### src/rtl/scpw_pkg.sv
// Shared types and constants for the sparse column pointer walker.
// Used by the top unit and scpw_walk; depends on nothing else.
package scpw_pkg;

   // Pointer table geometry; the table is split into even and odd banks
   localparam int POINTER_WORDS    = 1024;
   localparam int BANK_WORDS       = POINTER_WORDS / 2;
   localparam int BANK_AW          = $clog2(BANK_WORDS);
   localparam int ENTRIES_PER_LINE = 8;

   localparam logic [15:0] LINE_NONE = 16'hffff;

   // Operation codes of an input item
   typedef enum logic {
      OP_TICK = 1'b0,
      OP_LOAD = 1'b1
   } op_type;

   // Upstream slot carried by a tick item
   typedef struct packed {
      logic        empty;
      logic [8:0]  odd_column;
      logic [8:0]  even_column;
      logic        parity;
      logic [15:0] activation;
   } slot_type;

   // One result item
   typedef struct packed {
      logic        entry_valid;
      logic [15:0] entry_address;
      logic [15:0] line_address;
      logic [7:0]  line_offset;
      logic        line_fetch;
      logic        column_done;
      logic        pointer_request;
      logic [15:0] value_out;
   } result_type;

endpackage

### src/rtl/scpw_walk.sv
// Walk state and per-tick logic: picks start/end words, steps the entry address,
// splits it into line and offset and computes the next bank read address.
// Depends on scpw_pkg.
module scpw_walk (
   input  logic                          clock,
   input  logic                          reset,
   input  logic                          advance,
   input  scpw_pkg::slot_type            slot,
   input  logic [15:0]                   odd_data,
   input  logic [15:0]                   even_data,
   output scpw_pkg::result_type          result,
   output logic [scpw_pkg::BANK_AW-1:0]  rd_odd_addr,
   output logic [scpw_pkg::BANK_AW-1:0]  rd_even_addr
);
   import scpw_pkg::*;

   logic        read_pending_ff, read_pending_in;
   logic [8:0]  held_odd_ff, held_odd_in;
   logic [8:0]  held_even_ff, held_even_in;
   logic        held_parity_ff, held_parity_in;
   logic [15:0] held_act_ff, held_act_in;
   logic        slot_empty_ff, slot_empty_in;
   logic [15:0] odd_word_ff, odd_word_in;
   logic [15:0] even_word_ff, even_word_in;
   logic [15:0] next_addr_ff, next_addr_in;
   logic        run_finished_ff, run_finished_in;
   logic [15:0] prev_line_ff, prev_line_in;

   logic [15:0] start_word, last_addr, cur_addr, line_addr;
   logic        valid, fetch, done, request;

   // current words: fresh bank data right after a pointer read
   assign odd_word_in  = read_pending_ff ? odd_data  : odd_word_ff;
   assign even_word_in = read_pending_ff ? even_data : even_word_ff;

   // walk logic for this tick
   always_comb begin
      start_word = held_parity_ff ? odd_word_in : even_word_in;
      last_addr  = (held_parity_ff ? even_word_in : odd_word_in) - 16'd1;
      valid      = !((even_word_in == odd_word_in) || slot_empty_ff);
      cur_addr   = run_finished_ff ? start_word : next_addr_ff;
      line_addr  = cur_addr / 16'(ENTRIES_PER_LINE);
      fetch      = valid && (line_addr != prev_line_ff);
      done       = cur_addr == last_addr;
      request    = !valid || done;
   end

   assign result = '{
      entry_valid:     valid,
      entry_address:   cur_addr,
      line_address:    line_addr,
      line_offset:     8'(cur_addr % 16'(ENTRIES_PER_LINE)),
      line_fetch:      fetch,
      column_done:     done,
      pointer_request: request,
      value_out:       held_act_ff
   };

   // next state once the tick leaves the stage
   always_comb begin
      read_pending_in = request && !slot.empty;
      held_odd_in     = held_odd_ff;
      held_even_in    = held_even_ff;
      held_parity_in  = held_parity_ff;
      held_act_in     = held_act_ff;
      slot_empty_in   = slot_empty_ff;
      if (request) begin
         if (!slot.empty) begin
            held_odd_in    = slot.odd_column;
            held_even_in   = slot.even_column;
            held_parity_in = slot.parity;
            held_act_in    = slot.activation;
         end
         slot_empty_in = slot.empty;
      end
      next_addr_in    = valid ? cur_addr + 16'd1 : next_addr_ff;
      run_finished_in = valid ? done : run_finished_ff;
      prev_line_in    = valid ? line_addr : prev_line_ff;
   end

   // bank read address for the next tick: held columns after this tick
   assign rd_odd_addr  = advance ? held_odd_in[BANK_AW-1:0]  : held_odd_ff[BANK_AW-1:0];
   assign rd_even_addr = advance ? held_even_in[BANK_AW-1:0] : held_even_ff[BANK_AW-1:0];

   // state registers
   always_ff @(posedge clock) begin
      if (reset) begin
         read_pending_ff <= 1'b0;
         held_odd_ff     <= '0;
         held_even_ff    <= '0;
         held_parity_ff  <= 1'b0;
         held_act_ff     <= '0;
         slot_empty_ff   <= 1'b1;
         odd_word_ff     <= '0;
         even_word_ff    <= '0;
         next_addr_ff    <= '0;
         run_finished_ff <= 1'b1;
         prev_line_ff    <= LINE_NONE;
      end else if (advance) begin
         read_pending_ff <= read_pending_in;
         held_odd_ff     <= held_odd_in;
         held_even_ff    <= held_even_in;
         held_parity_ff  <= held_parity_in;
         held_act_ff     <= held_act_in;
         slot_empty_ff   <= slot_empty_in;
         odd_word_ff     <= odd_word_in;
         even_word_ff    <= even_word_in;
         next_addr_ff    <= next_addr_in;
         run_finished_ff <= run_finished_in;
         prev_line_ff    <= prev_line_in;
      end
   end

endmodule
### config.mk
export PLATFORM = sky130hd
export DESIGN_NAME = scpw_walk
export DESIGN_NICKNAME = d
export VERILOG_FILES = /design/src/rtl/scpw_pkg.sv /design/src/rtl/scpw_walk.sv
export SDC_FILE = /design/constraint.sdc
export NUM_CORES = 1
export LEC_CHECK = 0
export ABC_CLOCK_PERIOD_IN_PS = 5260
export BUFFER_PORTS_ARGS = -buffer_cell sky130_fd_sc_hd__buf_2
export CAP_MARGIN = 10
export CELL_PAD_IN_SITES_DETAIL_PLACEMENT = 1
export CELL_PAD_IN_SITES_GLOBAL_PLACEMENT = 2
export CORE_ASPECT_RATIO = 1.2
export CORE_UTILIZATION = 33
export CTS_CLUSTER_DIAMETER = 30
export CTS_CLUSTER_SIZE = 16
export DETAILED_ROUTE_END_ITERATION = 8
export GPL_TIMING_DRIVEN = 0
export MAX_ROUTING_LAYER = met4
export PLACE_DENSITY_LB_ADDON = 0.08
export SYNTH_ARGS = -nofsm -noshare
export SYNTH_HDL_FRONTEND = slang
export SYNTH_SLANG_ARGS = --single-unit
export TNS_END_PERCENT = 10
### constraint.sdc
create_clock -name clock -period 5.26 [get_ports clock]
set_input_delay 1.052 -clock clock [delete_from_list [all_inputs] [get_ports clock]]
set_output_delay 1.052 -clock clock [all_outputs]
set_load 0.01 [all_outputs]
==> results of run 1 <==
## tightest hold or removal path, stage by stage (launching register included)
cell	delay (ns)
dfxtp_1	0.32
nand2_1	0.05
mux2i_1	0.05
## Yosys cell counts, types with 4 or more instances
library cell,count
nand3_1,12
buf_4,30
mux2_1,6
inv_1,18
nor4_1,12
mux4_2,17
clkbuf_1,27
mux2_4,8
a211oi_1,28
a21oi_1,20
dfxtp_1,100
o211ai_1,14
nand2_1,122
nor3_1,16
xnor2_1,51
nor4b_1,5
mux2_2,11
xor2_1,31
and3_1,4
buf_2,8
buf_6,7
nor2_1,52
mux2i_1,101
## layout make-up
type	count	area, um2	share of cell area (%)
multi-input combinational	569	4540	51.9
sequential	100	2010	22.9
timing repair buffer	158	996	11.4
buffer	74	509	5.82
tap	265	332	3.79
clock buffer	9	225	2.57
inverter	20	77.6	0.886
clock inverter	6	61.3	0.701
antenna	2	5.00	0.0572
## worst min-delay path by stage
stage	end	slack, ns	cells after the start
after detailed placement	held_act_ff[9]	0.45	2
after floorplan	prev_line_ff[14]	0.42	2
after global placement	prev_line_ff[14]	0.43	2
after CTS	held_act_ff[9]	0.46	2
after global routing	held_act_ff[9]	0.48	2
final	held_act_ff[1]	0.46	2
## stage by stage
stage | hold WS, ns | power [W] | instances | instance area [um2] | utilization [%]
6_report | 0.462 | 0.00221 | 1203 | 8750 | 43.2
5_1_grt | 0.479 | 0.00231 | 1203 | 8750 | 43.2
4_1_cts | 0.462 | 0.00221 | 1200 | 8660 | 42.7
3_5_place_dp | 0.452 | 0.00147 | 1169 | 7880 | 38.9
3_3_place_gp | 0.432 | 0.00146 | 1169 | 7880 | 38.9
2_1_floorplan | 0.422 | 0.00126 | 764 | 6840 | -
## registers in the layout, summed over array words and instances, names as in the netlist
signal	flops
odd_word_ff	16
run_finished_ff	1
next_addr_ff	16
held_odd_ff	9
prev_line_ff	14
held_act_ff	16
held_even_ff	9
even_word_ff	16
read_pending_ff	1
slot_empty_ff	1
held_parity_ff	1
## power groups by stage
stage / Sequential (W) / Clock (W) / Combinational [W]
finish: 0.000832 / 0.000671 / 0.000703
CTS: 0.000832 / 0.000690 / 0.000691
detailed placement: 0.000848 / 0 / 0.000620
floorplan: 0.000839 / 0 / 0.000416
global placement: 0.000845 / 0 / 0.000610
global route: 0.000837 / 0.000715 / 0.000756
## per-layer routing
layer | vias to the layer above | wire length (um)
li1 | 2977 | -
met1 | 3112 | 10200
met2 | 156 | 13100
met3 | 33 | 997
met4 | 0 | 646
met5 | - | 0
## logic make-up after synthesis
kind of cell             count (synthesis)  synth area share, %
buffers and inverters                   95                 8.44
adder cells (fa/ha/maj)                  2                0.367
flip-flops                             100                 29.4
XOR/XNOR                                82                 10.5
other                                    1               0.0550
multiplexers                           148                 26.4
AO/OA/AOI/OAI                           89                 9.38
AND/OR/NAND/NOR                        240                 15.5
## repair_timing
item | CTS | global route
pin swaps | 6 | 6
buffers inserted | 15 | 3
cloned | 1 | 0
gates resized for setup | 69 | 25
hold buffers | 0 | 0
endpoints found under the setup margin | 21 | 19
==> flow_summary.yaml, run 1 <==
layout:
  drive_gt1_share_pct: 32.8
  layout_commonest_cell: "buf_2"
  layout_common_cells: "buf_2, nand2_1, dfxtp_1"
  fillers: 2447
  layout.nets: 1005
  area_growth_pct: 28.4
power:
  leakage_nw: 3.81
  swShare_pct: 34.5
  max-vdd-ir-drop_mv: 0.165
  p_per_area_mw_per_mm2: 252
  pwr-share-comb_pct: 31.9
  p_seq_share_pct: 37.7
  power.internal_w: 0.00145
  power.share.clock_pct: 30.4
  p_switching_w: 0.000760
job:
  max_cap_violations: 0
timing:
  skew_ns: 0.00875
  slew_headroom_pct: 44.1
  fin_ws_ns: -0.00548
  setup_tns_ns: -0.00548
  fmax_mhz: 190
  fin_crit_ns: 5.27
  grt_setup_unrepaired: "yes"
  setup_viol: 1
  finalHoldViolCount: 0
  final.period_utilization_pct: 100
  worst_pin_slew_ns: 0.827
  drv_slew: 0
yosys:
  synth_top_area_share_pct: 29.4
  avgSynthCellArea_um2: 9.00
  async_flop_share_pct: 0
  synthTopCellsByArea: "dfxtp_1, mux2i_1, nand2_1, xnor2_1, mux4_2"
  ys_warn_count: 0
  syn-cell-area_mm2: 0.00682
  synth-main-ff-cell: "dfxtp_1"
  synth_top_cell_by_area: "dfxtp_1"
  syn_inst: 757
  synth_edf_count: 0
  ys_seq_area_share_pct: 29.4
  synth_cell_types: 57
  synth.ff_latch_count: 100
route:
  ant_nets: 0
  post_drt_via_cell_ratio: 5.22
  drt-wirelength-per-cell_um: 20.7
  drt_iter0_drc: 322
  drcViolationCount: 0
  dr.pass1.iters: 4
  vias: 6278
  routed_wl_mm: 24.9
die:
  core_mm2: 0.0203
  die_w_um: 133
  fp.dieArea_mm2: 0.0212
  die_h_um: 159
  start_util_pct: 33.7
  row_count: 57
  ioPinCount: 149
global_route:
  grt_max_degree: 19
  grt_usage_pct: 24.5
  grt_pass1_wl_mm: 38.4
  use_met1_pct: 27.8
  grt-ovfl-total: 0
  use_met3_pct: 3.31
  use_met2_pct: 43.2
  grt.busiest_layer: "met2"
  grt_pass1_vias: 6759
  antenna_found_initial: 2
clock_network:
  root_buffer: "clkbuf_16"
  cts_buffers: 9
  cts_buffer_depth: 2
  insertion_delay_ns: 0.37
  h-tree-depth: 3
  clock_sinks: 100
  clk_pin_slew_ns: 0.08
  cts_tree: "built"
setup_path:
  worst_ep_arrival_time_ns: 4.21
  crit_path_cell_trace: "buf_8 -> mux4_2 -> inv_2 -> ha_4 -> o41ai_4 -> a21oi_2 -> xnor2_1 -> a2111oi_2 -> o2111ai_2 -> o31ai_4 -> and3b_1 -> buf_6 -> buf_12 -> mux2_4 -> buf_2"
  cp.required_ns: 4.21
  critPathCapture: "rd_odd_addr[5]"
  worstSetupPathType: "in2out"
  crit_fanout: 5
  start_kind: "input port"
  r2r.worst_path.cells: 13
  rrSetupSlack_ns: 1.39
  critPathBufInv: 5
  timing.rr.start: "held_parity_ff"
  cp_top_family: "compound AO/OA/AOI/OAI gates"
  cp_slowest_cell: "mux4_2"
  reg2reg_to: "next_addr_ff[15]"
  end_kind: "output port"
  cp_slowest_stage_delay_ns: 0.50
  cp_num_cells: 15
  startpoint: "even_data[1]"
placed_design:
  dpl.hpwl_mm: 19.2
  port_buffers: 140
  pre_cts_ws_ns: -0.642
  routabilityCongestion: 0.892
worst_hold_path:
  min_path_type: "reg2reg"
  min_from: "held_act_ff[1]"
status:
  violations: "negative setup slack"
  status: "finished with violations"
Power figures use the tool's default switching activity.
==> inputs of run 2 (changes only) <==
Settings changed: ABC_AREA from default to 1, CORE_UTILIZATION 33 to 28, GPL_TIMING_DRIVEN 0 to default.
==> run 2 against run 1 <==
The run now ends clean. Fmax increased by 12%. Worst hold slack got worse by 0.0054 ns. Power increased by 4.1%. Non-clock buffer count decreased by 78. Core utilization decreased by 10 points. Die area increased by 18%. Sequential power about the same. Final cell count increased by 31%. Largest power group unchanged.
==> flow_summary.yaml, run 2 <==
timing:
  fmax_mhz: 214
  setup_tns_ns: 0
  worst_pin_slew_ns: 0.775
  drv_slew: 0
  slew_headroom_pct: 48.0
  fin_crit_ns: 4.68
  final.period_utilization_pct: 89.0
  finalHoldViolCount: 0
  skew_ns: 0.0124
  grt_setup_unrepaired: "no"
  setup_viol: 0
die:
  ioPinCount: 149
  core_mm2: 0.0240
  row_count: 62
  fp.dieArea_mm2: 0.0250
  die_w_um: 145
  start_util_pct: 28.5
  die_h_um: 173
global_route:
  grt_max_degree: 42
  grt-ovfl-total: 0
  grt_usage_pct: 20.6
  antenna_found_initial: 0
  grt_pass1_vias: 7251
  grt_pass1_wl_mm: 38.4
clock_network:
  cts_buffers: 9
  cts_buffer_depth: 2
  cts_resized: 0
  cts_setup_buffers: 0
  insertion_delay_ns: 0.37
  cts_tree: "built"
  root_buffer: "clkbuf_16"
  clock_sinks: 100
  clk_pin_slew_ns: 0.08
  h-tree-depth: 3
  ctsHoldBuffers: 0
placed_design:
  dpl.hpwl_mm: 18.1
  dp_cells: 1554
  port_buffers: 140
  routabilityCongestion: 0.825
  postPlaceCellArea_mm2: 0.00760
route:
  drcViolationCount: 0
  wl_met3_um: 803
  met2_length_mm: 12.1
  wl_met1_mm: 10.9
  drt-wirelength-per-cell_um: 15.4
  drt_iter0_drc: 190
  dr.pass1.iters: 5
  ant_nets: 0
  post_drt_via_cell_ratio: 4.57
  routed_wl_mm: 24.2
  top_layer: "met4"
  vias: 7182
power:
  p_seq_share_pct: 36.3
  p_per_area_mw_per_mm2: 291
  p_switching_w: 0.000903
  swShare_pct: 39.3
  max-vdd-ir-drop_mv: 0.158
  power.share.clock_pct: 30.2
  total_power_w: 0.00230
  leakage_nw: 4.42
  power.internal_w: 0.00140
  pwr-share-comb_pct: 33.6
setup_path:
  start_kind: "input port"
  timing.critical_path.mode_cell: "nand2_1"
  cp_slowest_cell: "buf_4"
  cp_slowest_stage_delay_ns: 0.39
  worstSetupPathType: "in2out"
  crit_fanout: 36
  worst_ep_arrival_time_ns: 3.63
  cp.required_ns: 4.21
  cp_top_family: "simple AND/OR/NAND/NOR gates"
  critPathBufInv: 3
  crit_path_cell_trace: "buf_2 -> nand2_1 -> nand3_1 -> nand2_2 -> ha_1 -> nand3_1 -> nor2_2 -> nand2_1 -> nand2_1 -> nand2_1 -> nor2_1 -> nand2_1 -> nor2_1 -> nand2_1 -> nand2_4 -> buf_4 -> buf_2"
  end_kind: "output port"
status:
  status: "completed"
yosys:
  synth_top_cell_by_area: "dfxtp_1"
  synth.ff_latch_count: 100
  synth_top_area_share_pct: 29.3
  synthTopCellsByArea: "dfxtp_1, nand2_1, nand3_1, nor2_1, inv_1"
  synth_cell_types: 36
  syn-cell-area_mm2: 0.00683
  syn_inst: 1152
  synth_edf_count: 0
  async_flop_share_pct: 0
  ys_seq_area_share_pct: 29.3
  avgSynthCellArea_um2: 5.93
  synth_most_common_cell: "nand2_1"
  synth-main-ff-cell: "dfxtp_1"
  synth_common_cells: "nand2_1, nand3_1, nor2_1, inv_1, dfxtp_1"
  ys_warn_count: 0
layout:
  area_growth_pct: 15.6
  drive_gt1_share_pct: 15.9
  layout_commonest_cell: "nand2_1"
  layout_common_cells: "nand2_1, nand3_1, buf_2"
  n_antenna_cell: 0
  final_area_mm2: 0.00790
  instances_no_fill: 1570
  layout.nets: 1318
worst_hold_path:
  min_path_type: "reg2reg"
job:
  max_cap_violations: 0
run 2: kinds of logic after synthesis:
kind of cell	share of synthesized area (%)
flip-flops	29.3
AND/OR/NAND/NOR	43.9
buffers and inverters	14.7
other	0.0549
adder cells (fa/ha/maj)	0.366
XOR/XNOR	3.84
AO/OA/AOI/OAI	7.80
run 2: final cells by class:
cell class / instances / area [um2]
Sequential cell: 100 / 2000
Multi-Input combinational cell: 838 / 3860
Tap cell: 320 / 400
Fill cell: 3211 / 16100
Clock inverter: 7 / 71.3
Inverter: 142 / 536
Timing Repair Buffer: 154 / 806
Clock buffer: 9 / 225
run 2: final timing paths:
kind                                        from          endpoint  slack [ns]  cells after the start
worst min register to register  prev_line_ff[14]  prev_line_ff[14]        0.46                      2
worst max-delay path                even_data[0]        result[16]        0.58                     17
worst min-delay path            prev_line_ff[14]  prev_line_ff[14]        0.46                      2
worst max register to register   read_pending_ff  next_addr_ff[14]        1.81                     13
run 2: power by group through the flow:
stage	Sequential, W	Combinational (W)	Clock, W
floorplan	0.000850	0.000552	0
detailed placement	0.000852	0.000786	0
finish	0.000833	0.000771	0.000694
global route	0.000840	0.000876	0.000747
global placement	0.000850	0.000783	0
CTS	0.000834	0.000790	0.000720
run 2: worst reg2reg max path, stage by stage (launching register included):
cell,delay (ns)
dfxtp_1,0.32
buf_4,0.19
inv_4,0.32
nand2_1,0.17
nand2_1,0.12
xnor2_1,0.17
nand4_1,0.16
nor4_1,0.41
nand2_1,0.18
nand3_1,0.14
clkinv_1,0.62
nand2_1,0.31
o21ai_0,0.12
a21oi_1,0.14
run 2: metrics by stage:
step | setup slack [ns] | hold slack (ns) | utilization [%]
4_1_cts | 0.510 | 0.459 | 33.0
5_1_grt | 0.165 | 0.490 | 33.0
6_report | 0.579 | 0.457 | 33.0
2_1_floorplan | 1.36 | 0.420 | -
3_3_place_gp | 0.500 | 0.440 | 31.7
3_5_place_dp | 0.542 | 0.445 | 31.7
run 2: routing by layer:
metal,GRT usage (%),up-vias
met5,-,-
met4,6.45,0
met3,2.71,22
met2,36.5,119
met1,23.7,3297
li1,-,3744
